`src/sv/rsi_pkg.sv`:
```
// shared widths and constants for the ray/sphere intersection pipeline
package rsi_pkg;

  localparam int IN_W    = 320;  // input beat: nine coordinates and radius, byte padded
  localparam int OUT_W   = 40;   // output beat: distance, hit, saturated, byte padded
  localparam int COORD_W = 32;
  localparam int RAD_W   = 31;
  localparam int V_W     = 33;   // origin - center
  localparam int A_W     = 64;   // dir.dir, unsigned
  localparam int B_W     = 66;   // v.dir, signed
  localparam int C_W     = 67;   // v.v - r^2, signed
  localparam int BM_W    = 65;   // |b|
  localparam int CM_W    = 66;   // |c|
  localparam int DISC_W  = 134;  // b^2 - a*c, signed
  localparam int X_W     = 133;  // non-negative discriminant into the root chain
  localparam int ROOT_W  = 67;   // floor square root of the discriminant
  localparam int NUM_W   = 69;   // -b - root, signed
  localparam int MAG_W   = 68;   // |num|
  localparam int MUL_DIGIT = 16; // multiplier digit per stage

endpackage

```
`src/sv/rsi_div_cell.sv`:
```
// one cell of the restoring divider chain: settles quotient bit K
module rsi_div_cell #(
  parameter int NW = 84,
  parameter int K  = 0,
  parameter int TW = 1
) (
  input  logic                   clk,
  input  logic                   rst,
  input  logic                   ce,
  input  logic                   vin,
  input  logic [NW-1:0]          n_in,
  input  logic [rsi_pkg::A_W-1:0] d_in,
  input  logic [rsi_pkg::A_W-1:0] rem_in,
  input  logic [NW-1:0]          q_in,
  input  logic [TW-1:0]          tag_in,
  output logic                   vout,
  output logic [NW-1:0]          n_out,
  output logic [rsi_pkg::A_W-1:0] d_out,
  output logic [rsi_pkg::A_W-1:0] rem_out,
  output logic [NW-1:0]          q_out,
  output logic [TW-1:0]          tag_out
);
  import rsi_pkg::*;

  logic [A_W:0] r2;
  logic         ge;

  assign r2 = {rem_in, n_in[K]};
  assign ge = r2 >= {1'b0, d_in};

  always_ff @(posedge clk) begin
    if (rst) begin
      vout <= 1'b0;
    end else if (ce) begin
      vout <= vin;
    end
  end

  always_ff @(posedge clk) begin
    if (ce) begin
      n_out   <= n_in;
      d_out   <= d_in;
      rem_out <= ge ? A_W'(r2 - {1'b0, d_in}) : A_W'(r2);
      q_out   <= ge ? (q_in | (NW'(1) << K)) : q_in;
      tag_out <= tag_in;
    end
  end

endmodule

```
`config.mk`:
```
export PLATFORM = sky130hd
export DESIGN_NAME = rsi_div_cell
export DESIGN_NICKNAME = d
export VERILOG_FILES = /design/src/sv/rsi_pkg.sv /design/src/sv/rsi_div_cell.sv
export SDC_FILE = /design/constraint.sdc
export NUM_CORES = 1
export LEC_CHECK = 0
export BUFFER_PORTS_ARGS = -buffer_cell sky130_fd_sc_hd__buf_2
export CORE_AREA = 2 2 234 236
export CTS_BUF_LIST = sky130_fd_sc_hd__clkbuf_16
export CTS_CLUSTER_SIZE = 40
export DETAILED_ROUTE_END_ITERATION = 12
export DIE_AREA = 0 0 236 238
export PLACE_DENSITY_LB_ADDON = 0.2
export SLEW_MARGIN = 20
export SYNTH_ARGS = -nofsm -noshare
export SYNTH_HDL_FRONTEND = slang
export SYNTH_SLANG_ARGS = --single-unit
```
`constraint.sdc`:
```
create_clock -name clk -period 4.7 [get_ports clk]
set_input_delay 0.94 -clock clk [delete_from_list [all_inputs] [get_ports clk]]
set_output_delay 0.94 -clock clk [all_outputs]
set_load 0.05 [all_outputs]
```
**Word level (Yosys, flattened, before mapping)**

Cells that the tools add are included.

- Bits in registers: 298
- Word-level logic and storage cells: 10
- Input port bits: 301
- Output and inout port bits: 298

- Muxes and demuxes: 1
- Magnitude comparators: 1
- Add/sub/neg operators: 1

Operator list:

| operator | number |
|---|---|
| $ge A65 B64 Y1 | 1 |
| $mux W64 | 1 |
| $sub A64 B64 Y64 | 1 |

**Longest topological paths before layout**

Gate-level depths: netlist (run 1).

- Depth in word-level cells: 2
- Gate-level depth with buffers: 14
- Mapped depth without buffers: 12

**Least setup slack after synthesis (run 1)**

Ideal clock, no wire load.

- Path type: input port to flip-flop
- Start point: input n_in[0]
- End point: register rem_out[50] (netlist name), data pin
- Required time: 4438 ps
- Slack: 1118 ps
- Setup time: 262 ps
- Stages: 12
- Arrival: 3320 ps
- Path buffers: 0
- Path through: inv_1 > ha_1 > fa_1 > nor2b_1 > o21bai_1 > a211o_1 > a211oi_2 > o21ai_1 > a2111oi_4 > o21ai_0 > a211oi_1 > nor3_2

- Cells in the longest elaborated chain, start to end: 2
- Elaborated cells on any way between the ends: 3
- Those cells by class: add/sub: 1; order compare: 1; mux: 1

RTL lines:

| item | RTL line | text |
|---|---|---|
| start: declaration | rsi_div_cell.sv:11 | `input logic [NW-1:0] n_in,` |
| $sub A64 B64 Y64 / $ge A65 B64 Y1 (equally long branches) | rsi_div_cell.sv:43, rsi_div_cell.sv:29 |  |
| $mux W64 (*) | rsi_div_cell.sv:43 | `rem_out <= ge ? A_W'(r2 - {1'b0, d_in}) : A_W'(r2);` |
| end signal: assignment | rsi_div_cell.sv:43 |  |
| end: declaration | rsi_div_cell.sv:19 | `output logic [rsi_pkg::A_W-1:0] rem_out,` |

Mark *: on every way between the ends. The rest lies on a longest branch, timed or not.
A chain may end at the register's enable or synchronous reset.

**Final worst setup path (run 1)**

- Start point: input n_in[0]
- End point: register rem_out[54] (netlist name), data pin

Same word-level chain as after synthesis.

==> run_summary.xml, run 1 <==
<?xml version="1.0" encoding="UTF-8"?>
<metrics>
  <group name="detailed_routing">
    <metric name="firstDrtPassIters" unit="">6</metric>
    <metric name="drc_errors" unit="">0</metric>
    <metric name="drt-wirelength-per-cell" unit="µm">21.6</metric>
    <metric name="wl" unit="µm">53300</metric>
    <metric name="routed-via-count" unit="">11457</metric>
    <metric name="met3_wirelength" unit="µm">3340</metric>
    <metric name="first_iter_violations" unit="">542</metric>
    <metric name="highest_layer" unit="">met5</metric>
    <metric name="routedLengthMet1" unit="µm">20300</metric>
    <metric name="antenna_viol_nets_final" unit="">0</metric>
    <metric name="drt-vias-per-instance" unit="">4.63</metric>
    <metric name="detailroute.wirelength.met2" unit="µm">28400</metric>
  </group>
  <group name="synth">
    <metric name="async_reset_ff_frac" unit="">0</metric>
    <metric name="netlist.top_cell.by_area" unit="">edfxtp_1</metric>
    <metric name="synth_cells" unit="">1135</metric>
    <metric name="dominantRegCellSynth" unit="">edfxtp_1</metric>
    <metric name="yosysMostFrequentCell" unit="">edfxtp_1</metric>
    <metric name="synth-seq-area-share" unit="">0.635</metric>
    <metric name="yosysTopAreaCellShare" unit="">0.634</metric>
    <metric name="synthDistinctLibCells" unit="">71</metric>
    <metric name="post_synth_instance_area" unit="µm²">14100</metric>
    <metric name="mappedNetlistNets" unit="">1501</metric>
    <metric name="synth_enable_flop_cells" unit="">297</metric>
    <metric name="ys_top_cells_by_count" unit="">297 x edfxtp_1, 123 x nand2_1, 95 x inv_1, 92 x a21oi_1, 88 x o21ai_0</metric>
    <metric name="synth.area.top_cells" unit="">edfxtp_1 63%, ha_1 5.7%, nand2_1 3.3%, a21oi_1 3.3%, o21ai_0 3.1%</metric>
    <metric name="yosysWarningCount" unit="">0</metric>
    <metric name="post_synth.cell_area_avg" unit="µm²">12.4</metric>
    <metric name="yosys_register_bits" unit="">298</metric>
  </group>
  <group name="placed_design">
    <metric name="placement_stage_cell_area" unit="µm²">17900</metric>
    <metric name="rd_place_congestion" unit="">0.847</metric>
    <metric name="dp_hpwl" unit="µm">43100</metric>
    <metric name="post-place-cells" unit="">2405</metric>
    <metric name="port_buffers" unit="">598</metric>
    <metric name="placement.setup.worst_slack" unit="ns">0.292</metric>
  </group>
  <group name="clocking">
    <metric name="clock_latency" unit="ns">0.54</metric>
    <metric name="post_cts_buffers" unit="">0</metric>
    <metric name="cell_chosen_for_the_clock_root" unit="">clkbuf_16</metric>
    <metric name="cts.reportedPaths.clkPinSlew" unit="ns">0.06</metric>
    <metric name="number_of_gates_resized_after_cts" unit="">0</metric>
    <metric name="cts_num_sinks" unit="">298</metric>
    <metric name="holdBufCountCts" unit="">0</metric>
    <metric name="cts_max_level" unit="">2</metric>
    <metric name="cts_buffers" unit="">37</metric>
    <metric name="cts.path.max_buffers" unit="">3</metric>
    <metric name="tritoncts" unit="">built</metric>
  </group>
  <group name="floorplanning">
    <metric name="die_width" unit="µm">236</metric>
    <metric name="i_o_pins" unit="">599</metric>
    <metric name="floorplan.die_area" unit="µm²">56200</metric>
    <metric name="core_region_area" unit="µm²">53500</metric>
    <metric name="core.rowCount" unit="">85</metric>
    <metric name="initial_core_util" unit="">0.263</metric>
    <metric name="die-height" unit="µm">238</metric>
  </group>
  <group name="timing">
    <metric name="final.period_utilization" unit="">0.812</metric>
    <metric name="relative_slew_slack" unit="">0.419</metric>
    <metric name="final_setup_violation_count" unit="">0</metric>
    <metric name="final.min_clock_period" unit="ns">3.81</metric>
    <metric name="report.final.hold_viol_count" unit="">0</metric>
    <metric name="finalMaxSlewViolations" unit="">0</metric>
    <metric name="rsz0062_at_grt" unit="">false</metric>
    <metric name="fin_worst_skew" unit="ns">0</metric>
    <metric name="final.hold.worst_slack" unit="ns">0.528</metric>
    <metric name="max_freq" unit="GHz">0.262</metric>
    <metric name="worst_slack" unit="ns">0.886</metric>
    <metric name="fin_setup_tns" unit="ns">0</metric>
    <metric name="worst_pin_slew" unit="ns">0.871</metric>
  </group>
  <group name="layout">
    <metric name="finish.instance_area" unit="µm²">19200</metric>
    <metric name="final_cell_count_no_fill" unit="">2474</metric>
    <metric name="area_delta_synth_final" unit="%">36.2</metric>
    <metric name="post-route-util" unit="">0.358</metric>
    <metric name="share_of_layout_cells_above_drive_strength_1" unit="">0.390</metric>
    <metric name="nNetsFinal" unit="">2114</metric>
  </group>
  <group name="global_routing">
    <metric name="grt_start_max_net_pins" unit="">106</metric>
    <metric name="grt_usage" unit="">0.183</metric>
    <metric name="first_pass_grt_wire_length" unit="µm">76800</metric>
    <metric name="globalRoute.totalOverflow" unit="">0</metric>
    <metric name="antenna_found_initial" unit="">15</metric>
    <metric name="grt_pass1_vias" unit="">11728</metric>
  </group>
  <group name="setup_path">
    <metric name="path_common_cell" unit="">a211oi_2</metric>
    <metric name="startpoint_type" unit="">input pin</metric>
    <metric name="timing.reg2reg.worst_path_depth" unit="">2</metric>
    <metric name="worst-endpoint-arrival" unit="ns">4.12</metric>
    <metric name="crit_path_cell_trace" unit="">buf_2 &gt; inv_1 &gt; ha_1 &gt; fa_1 &gt; nor2b_1 &gt; o21bai_1 &gt; a211o_1 &gt; a211oi_2 &gt; o21ai_1 &gt; a2111oi_4 &gt; o21ai_0 &gt; a211oi_2 &gt; nor3b_2</metric>
    <metric name="path_class" unit="">in2reg</metric>
    <metric name="worst-endpoint-required" unit="ns">5.00</metric>
    <metric name="timing.critical_path.slowest_cell_delay" unit="ns">0.51</metric>
    <metric name="cp_max_fo" unit="">4</metric>
    <metric name="setup.worst_path.end_class" unit="">flip-flop</metric>
    <metric name="cpMaxStageDelayCell" unit="">a2111oi_4</metric>
  </group>
  <group name="status">
    <metric name="run_status" unit="">completed</metric>
  </group>
  <group name="run">
    <metric name="max_cap_violations" unit="">0</metric>
  </group>
  <group name="power">
    <metric name="cellPowerDensity" unit="nW/µm²">436</metric>
    <metric name="power.total" unit="mW">8.36</metric>
    <metric name="power.ir.vdd_worst" unit="µV">231</metric>
    <metric name="p_leak" unit="nW">8.26</metric>
  </group>
  <group name="hold_path">
    <metric name="worst_hold_path_type" unit="">reg2reg</metric>
    <metric name="worst_hold_path.num_cells" unit="">2</metric>
  </group>
</metrics>
[routing by layer]
layer,vias up,global-route usage
li1,5450,-
met1,5506,0.203
met2,409,0.346
met3,80,0.0458
met4,12,0.0490
met5,-,0
[final cells by class]
| class | instances | area, µm² |
|---|---|---|
| diodes | 3 | 7.51 |
| flip-flops and latches | 298 | 8940 |
| fillers | 5443 | 34300 |
| clock inverters | 28 | 283 |
| multi-input cells | 707 | 4590 |
| clock buffers | 38 | 951 |
| repair buffers | 609 | 3160 |
| well taps | 696 | 871 |
| inverters | 95 | 357 |
[flip-flops by register name, indices dropped and copies added (netlist names)]
register and count:
vout 1, d_out 64, tag_out 1, q_out 84
rem_out 64, n_out 84
[cell usage in the layout (no fill, tap or decap), drive strengths merged, types with 4 or more instances in the layout]
cell	Yosys	layout
o21a	9	9
nand2	123	123
and3	6	6
o2111ai	4	4
o31ai	8	8
nand4	30	30
nor3	14	14
and2	5	5
buf	26	609
o211ai	6	6
o21ai	97	97
nor2	62	62
a21boi	5	5
a21oi	93	93
clkbuf	9	38
clkinv	0	12
nor3b	5	5
a211oi	14	14
edfxtp	297	297
nor4	7	7
a31o	4	4
ha	64	64
nand2b	5	5
xor2	24	24
nand3	17	17
or3	6	6
o21bai	19	19
a21o	18	18
inv	95	103
bufinv	0	5
xnor2	23	23
or2	4	4
[worst paths after layout]
| kind | from | end | slack [ns] |
|---|---|---|---|
| worst max-delay path | n_in[0] | rem_out[54] | 0.89 |
| worst min-delay path | vout | vout | 0.53 |
| worst max register to register | vout | vout | 4.11 |
| worst min register to register | vout | vout | 0.53 |
[kinds of logic (layout without fill, tap and decap cells)]
family          Yosys count  count (layout)  share of synthesized area
compound gates          301             301                      0.137
fa+ha+maj                65              65                     0.0583
buf+inv                 130             770                     0.0386
xor+xnor                 47              47                     0.0293
mux                       4               4                    0.00302
flops                   298             298                      0.635
other cells               0               3                          0
simple gates            290             290                     0.0987
[critical path, delay by kind of cell]
kind | cells | cell delay (ns)
compound gates | 7 | 2.01
fa+ha+maj | 2 | 0.63
buf+inv | 2 | 0.16
simple gates | 2 | 0.38
[report_power, final]
part / internal (mW) / leakage (nW) / total, mW / switching [mW]
Clock: 1.75 / 0.622 / 2.92 / 1.17
Sequential: 3.23 / 2.91 / 3.30 / 0.0664
Combinational: 0.535 / 4.73 / 2.15 / 1.61
Total: 5.52 / 8.26 / 8.36 / 2.84
(Power assumes the default switching activity.)
==> run 2: changes to the inputs <==
==> constraint.sdc (replaced) <==
create_clock -name clk -period 3.9 [get_ports clk]
set_input_delay 0.78 -clock clk [delete_from_list [all_inputs] [get_ports clk]]
set_output_delay 0.78 -clock clk [all_outputs]
set_load 0.05 [all_outputs]
==> run_summary.xml, run 2 (synthesized netlist as in run 1, its figures left out) <==
<?xml version="1.0" encoding="UTF-8"?>
<metrics>
  <group name="run">
    <metric name="max_cap_violations" unit="">0</metric>
  </group>
  <group name="global_routing">
    <metric name="grt_pass1_vias" unit="">11973</metric>
    <metric name="grt_usage" unit="">0.182</metric>
    <metric name="first_pass_grt_wire_length" unit="µm">75700</metric>
    <metric name="globalRoute.totalOverflow" unit="">0</metric>
    <metric name="grt_start_max_net_pins" unit="">86</metric>
    <metric name="antenna_found_initial" unit="">16</metric>
  </group>
  <group name="layout">
    <metric name="share_of_layout_cells_above_drive_strength_1" unit="">0.418</metric>
    <metric name="final_cell_count_no_fill" unit="">2563</metric>
    <metric name="final_common_cell" unit="">buf_2</metric>
    <metric name="finish.instance_area" unit="µm²">19700</metric>
    <metric name="layout.filler_cells" unit="">5381</metric>
    <metric name="biggestRegsByFlops" unit="">n_out x84, q_out x84</metric>
    <metric name="mostFrequentLayoutCells" unit="">597 x buf_2, 297 x edfxtp_1, 123 x nand2_1</metric>
    <metric name="nNetsFinal" unit="">2206</metric>
    <metric name="area_delta_synth_final" unit="%">39.9</metric>
  </group>
  <group name="clocking">
    <metric name="number_of_gates_resized_after_cts" unit="">0</metric>
    <metric name="cts_max_level" unit="">2</metric>
    <metric name="cts_buffers" unit="">37</metric>
    <metric name="cts_num_sinks" unit="">298</metric>
    <metric name="post_cts_buffers" unit="">0</metric>
    <metric name="cell_chosen_for_the_clock_root" unit="">clkbuf_16</metric>
    <metric name="clock_latency" unit="ns">0.52</metric>
    <metric name="cts.path.max_buffers" unit="">3</metric>
    <metric name="holdBufCountCts" unit="">0</metric>
    <metric name="tritoncts" unit="">built</metric>
    <metric name="cts.reportedPaths.clkPinSlew" unit="ns">0.06</metric>
  </group>
  <group name="detailed_routing">
    <metric name="routed-via-count" unit="">11682</metric>
    <metric name="first_iter_violations" unit="">590</metric>
    <metric name="wl" unit="µm">53300</metric>
    <metric name="drc_errors" unit="">0</metric>
    <metric name="firstDrtPassIters" unit="">5</metric>
    <metric name="drt-wirelength-per-cell" unit="µm">20.8</metric>
    <metric name="drt-vias-per-instance" unit="">4.56</metric>
    <metric name="antenna_viol_nets_final" unit="">0</metric>
  </group>
  <group name="timing">
    <metric name="final.period_utilization" unit="">0.905</metric>
    <metric name="max_freq" unit="GHz">0.283</metric>
    <metric name="fin_setup_tns" unit="ns">0</metric>
    <metric name="final.hold.worst_slack" unit="ns">0.420</metric>
    <metric name="relative_slew_slack" unit="">0.519</metric>
    <metric name="final_setup_violation_count" unit="">0</metric>
    <metric name="report.final.hold_viol_count" unit="">0</metric>
    <metric name="final.min_clock_period" unit="ns">3.53</metric>
    <metric name="fin_worst_skew" unit="ns">0</metric>
    <metric name="rsz0062_at_grt" unit="">false</metric>
    <metric name="worst_pin_slew" unit="ns">0.721</metric>
    <metric name="finalMaxSlewViolations" unit="">0</metric>
  </group>
  <group name="floorplanning">
    <metric name="i_o_pins" unit="">599</metric>
    <metric name="floorplan.die_area" unit="µm²">56200</metric>
    <metric name="initial_core_util" unit="">0.263</metric>
    <metric name="die-height" unit="µm">238</metric>
    <metric name="core.rowCount" unit="">85</metric>
    <metric name="core_region_area" unit="µm²">53500</metric>
    <metric name="die_width" unit="µm">236</metric>
  </group>
  <group name="placed_design">
    <metric name="port_buffers" unit="">598</metric>
    <metric name="rd_place_congestion" unit="">0.838</metric>
    <metric name="post-place-cells" unit="">2497</metric>
    <metric name="dp_hpwl" unit="µm">43500</metric>
    <metric name="placement_stage_cell_area" unit="µm²">18600</metric>
  </group>
  <group name="setup_path">
    <metric name="startpoint_type" unit="">input pin</metric>
    <metric name="critPathTopFamily" unit="">compound AO/OA/AOI/OAI gates</metric>
    <metric name="setup.worst_path.end_class" unit="">flip-flop</metric>
    <metric name="path_class" unit="">in2reg</metric>
    <metric name="crit_path_cell_trace" unit="">buf_2 &gt; inv_1 &gt; ha_1 &gt; fa_1 &gt; nor2b_1 &gt; o21bai_1 &gt; a211o_1 &gt; buf_4 &gt; a211oi_2 &gt; o21ai_0 &gt; a21oi_1 &gt; buf_4 &gt; o2111ai_1 &gt; a211o_1 &gt; o211a_1</metric>
    <metric name="cp_max_fo" unit="">6</metric>
    <metric name="worst-endpoint-required" unit="ns">4.19</metric>
    <metric name="timing.critical_path.slowest_cell_delay" unit="ns">0.42</metric>
    <metric name="cpMaxStageDelayCell" unit="">fa_1</metric>
    <metric name="worst-path-buf-inv" unit="">4</metric>
    <metric name="worst-endpoint-arrival" unit="ns">3.82</metric>
  </group>
  <group name="power">
    <metric name="p_leak" unit="nW">8.62</metric>
    <metric name="power.ir.vdd_worst" unit="µV">318</metric>
    <metric name="cellPowerDensity" unit="nW/µm²">495</metric>
  </group>
  <group name="status">
    <metric name="run_status" unit="">completed</metric>
  </group>
  <group name="hold_path">
    <metric name="worst_hold_path_type" unit="">in2reg</metric>
  </group>
</metrics>
-- run 2: per-stage QoR --
step / total power [mW] / setup WS (ns) / utilization
2_1_floorplan: 5.81 / 0.478 / -
3_3_place_gp: 6.75 / -0.165 / 0.348
3_5_place_dp: 6.76 / -0.232 / 0.348
4_1_cts: 9.92 / 0.335 / 0.368
5_1_grt: 10.2 / 0.204 / 0.368
6_report: 9.75 / 0.370 / 0.368
-- run 2: routing by layer --
| layer | track usage | wire length (µm) | vias to the layer above | share of wire |
|---|---|---|---|---|
| li1 | - | - | 5625 | - |
| met1 | 0.198 | 20100 | 5563 | 0.38 |
| met3 | 0.0530 | 3760 | 86 | 0.070 |
| met4 | 0.0459 | 1160 | 12 | 0.022 |
| met5 | 0 | 81 | - | 0.0015 |
| met2 | 0.343 | 28200 | 396 | 0.53 |
-- run 2: path summary, 6_finish.rpt --
| check | from | endpoint | slack (ns) | depth (start not counted) |
|---|---|---|---|---|
| max reg2reg | vout | vout | 3.29 | 2 |
| max | n_in[0] | rem_out[52] | 0.37 | 15 |
| min reg2reg | vout | vout | 0.54 | 2 |
| min | q_in[14] | q_out[14] | 0.42 | 1 |
-- run 2: area by class of cell --
type	instances	area, µm²	area share
clock inverter	26	134	0.00680
sequential	298	8940	0.454
timing repair buffer	701	3860	0.196
clock buffer	37	926	0.0470
tap	696	871	0.0442
inverter	95	357	0.0181
multi-input combinational	707	4590	0.233
antenna	3	7.51	0.000381
-- run 2: worst reg2reg max path, delay by kind of cell (launching register included) --
family,cells,cell delay [ns]
flip-flops,1,0.31
multiplexers,1,0.12
AND/OR/NAND/NOR,1,0.07
-- run 2: report_power, final --
| group | internal (mW) | switching [mW] | leakage (nW) | total [mW] |
|---|---|---|---|---|
| Sequential | 3.89 | 0.0788 | 2.91 | 3.97 |
| Clock | 1.72 | 1.36 | 0.535 | 3.09 |
| Combinational | 0.736 | 1.96 | 5.17 | 2.69 |
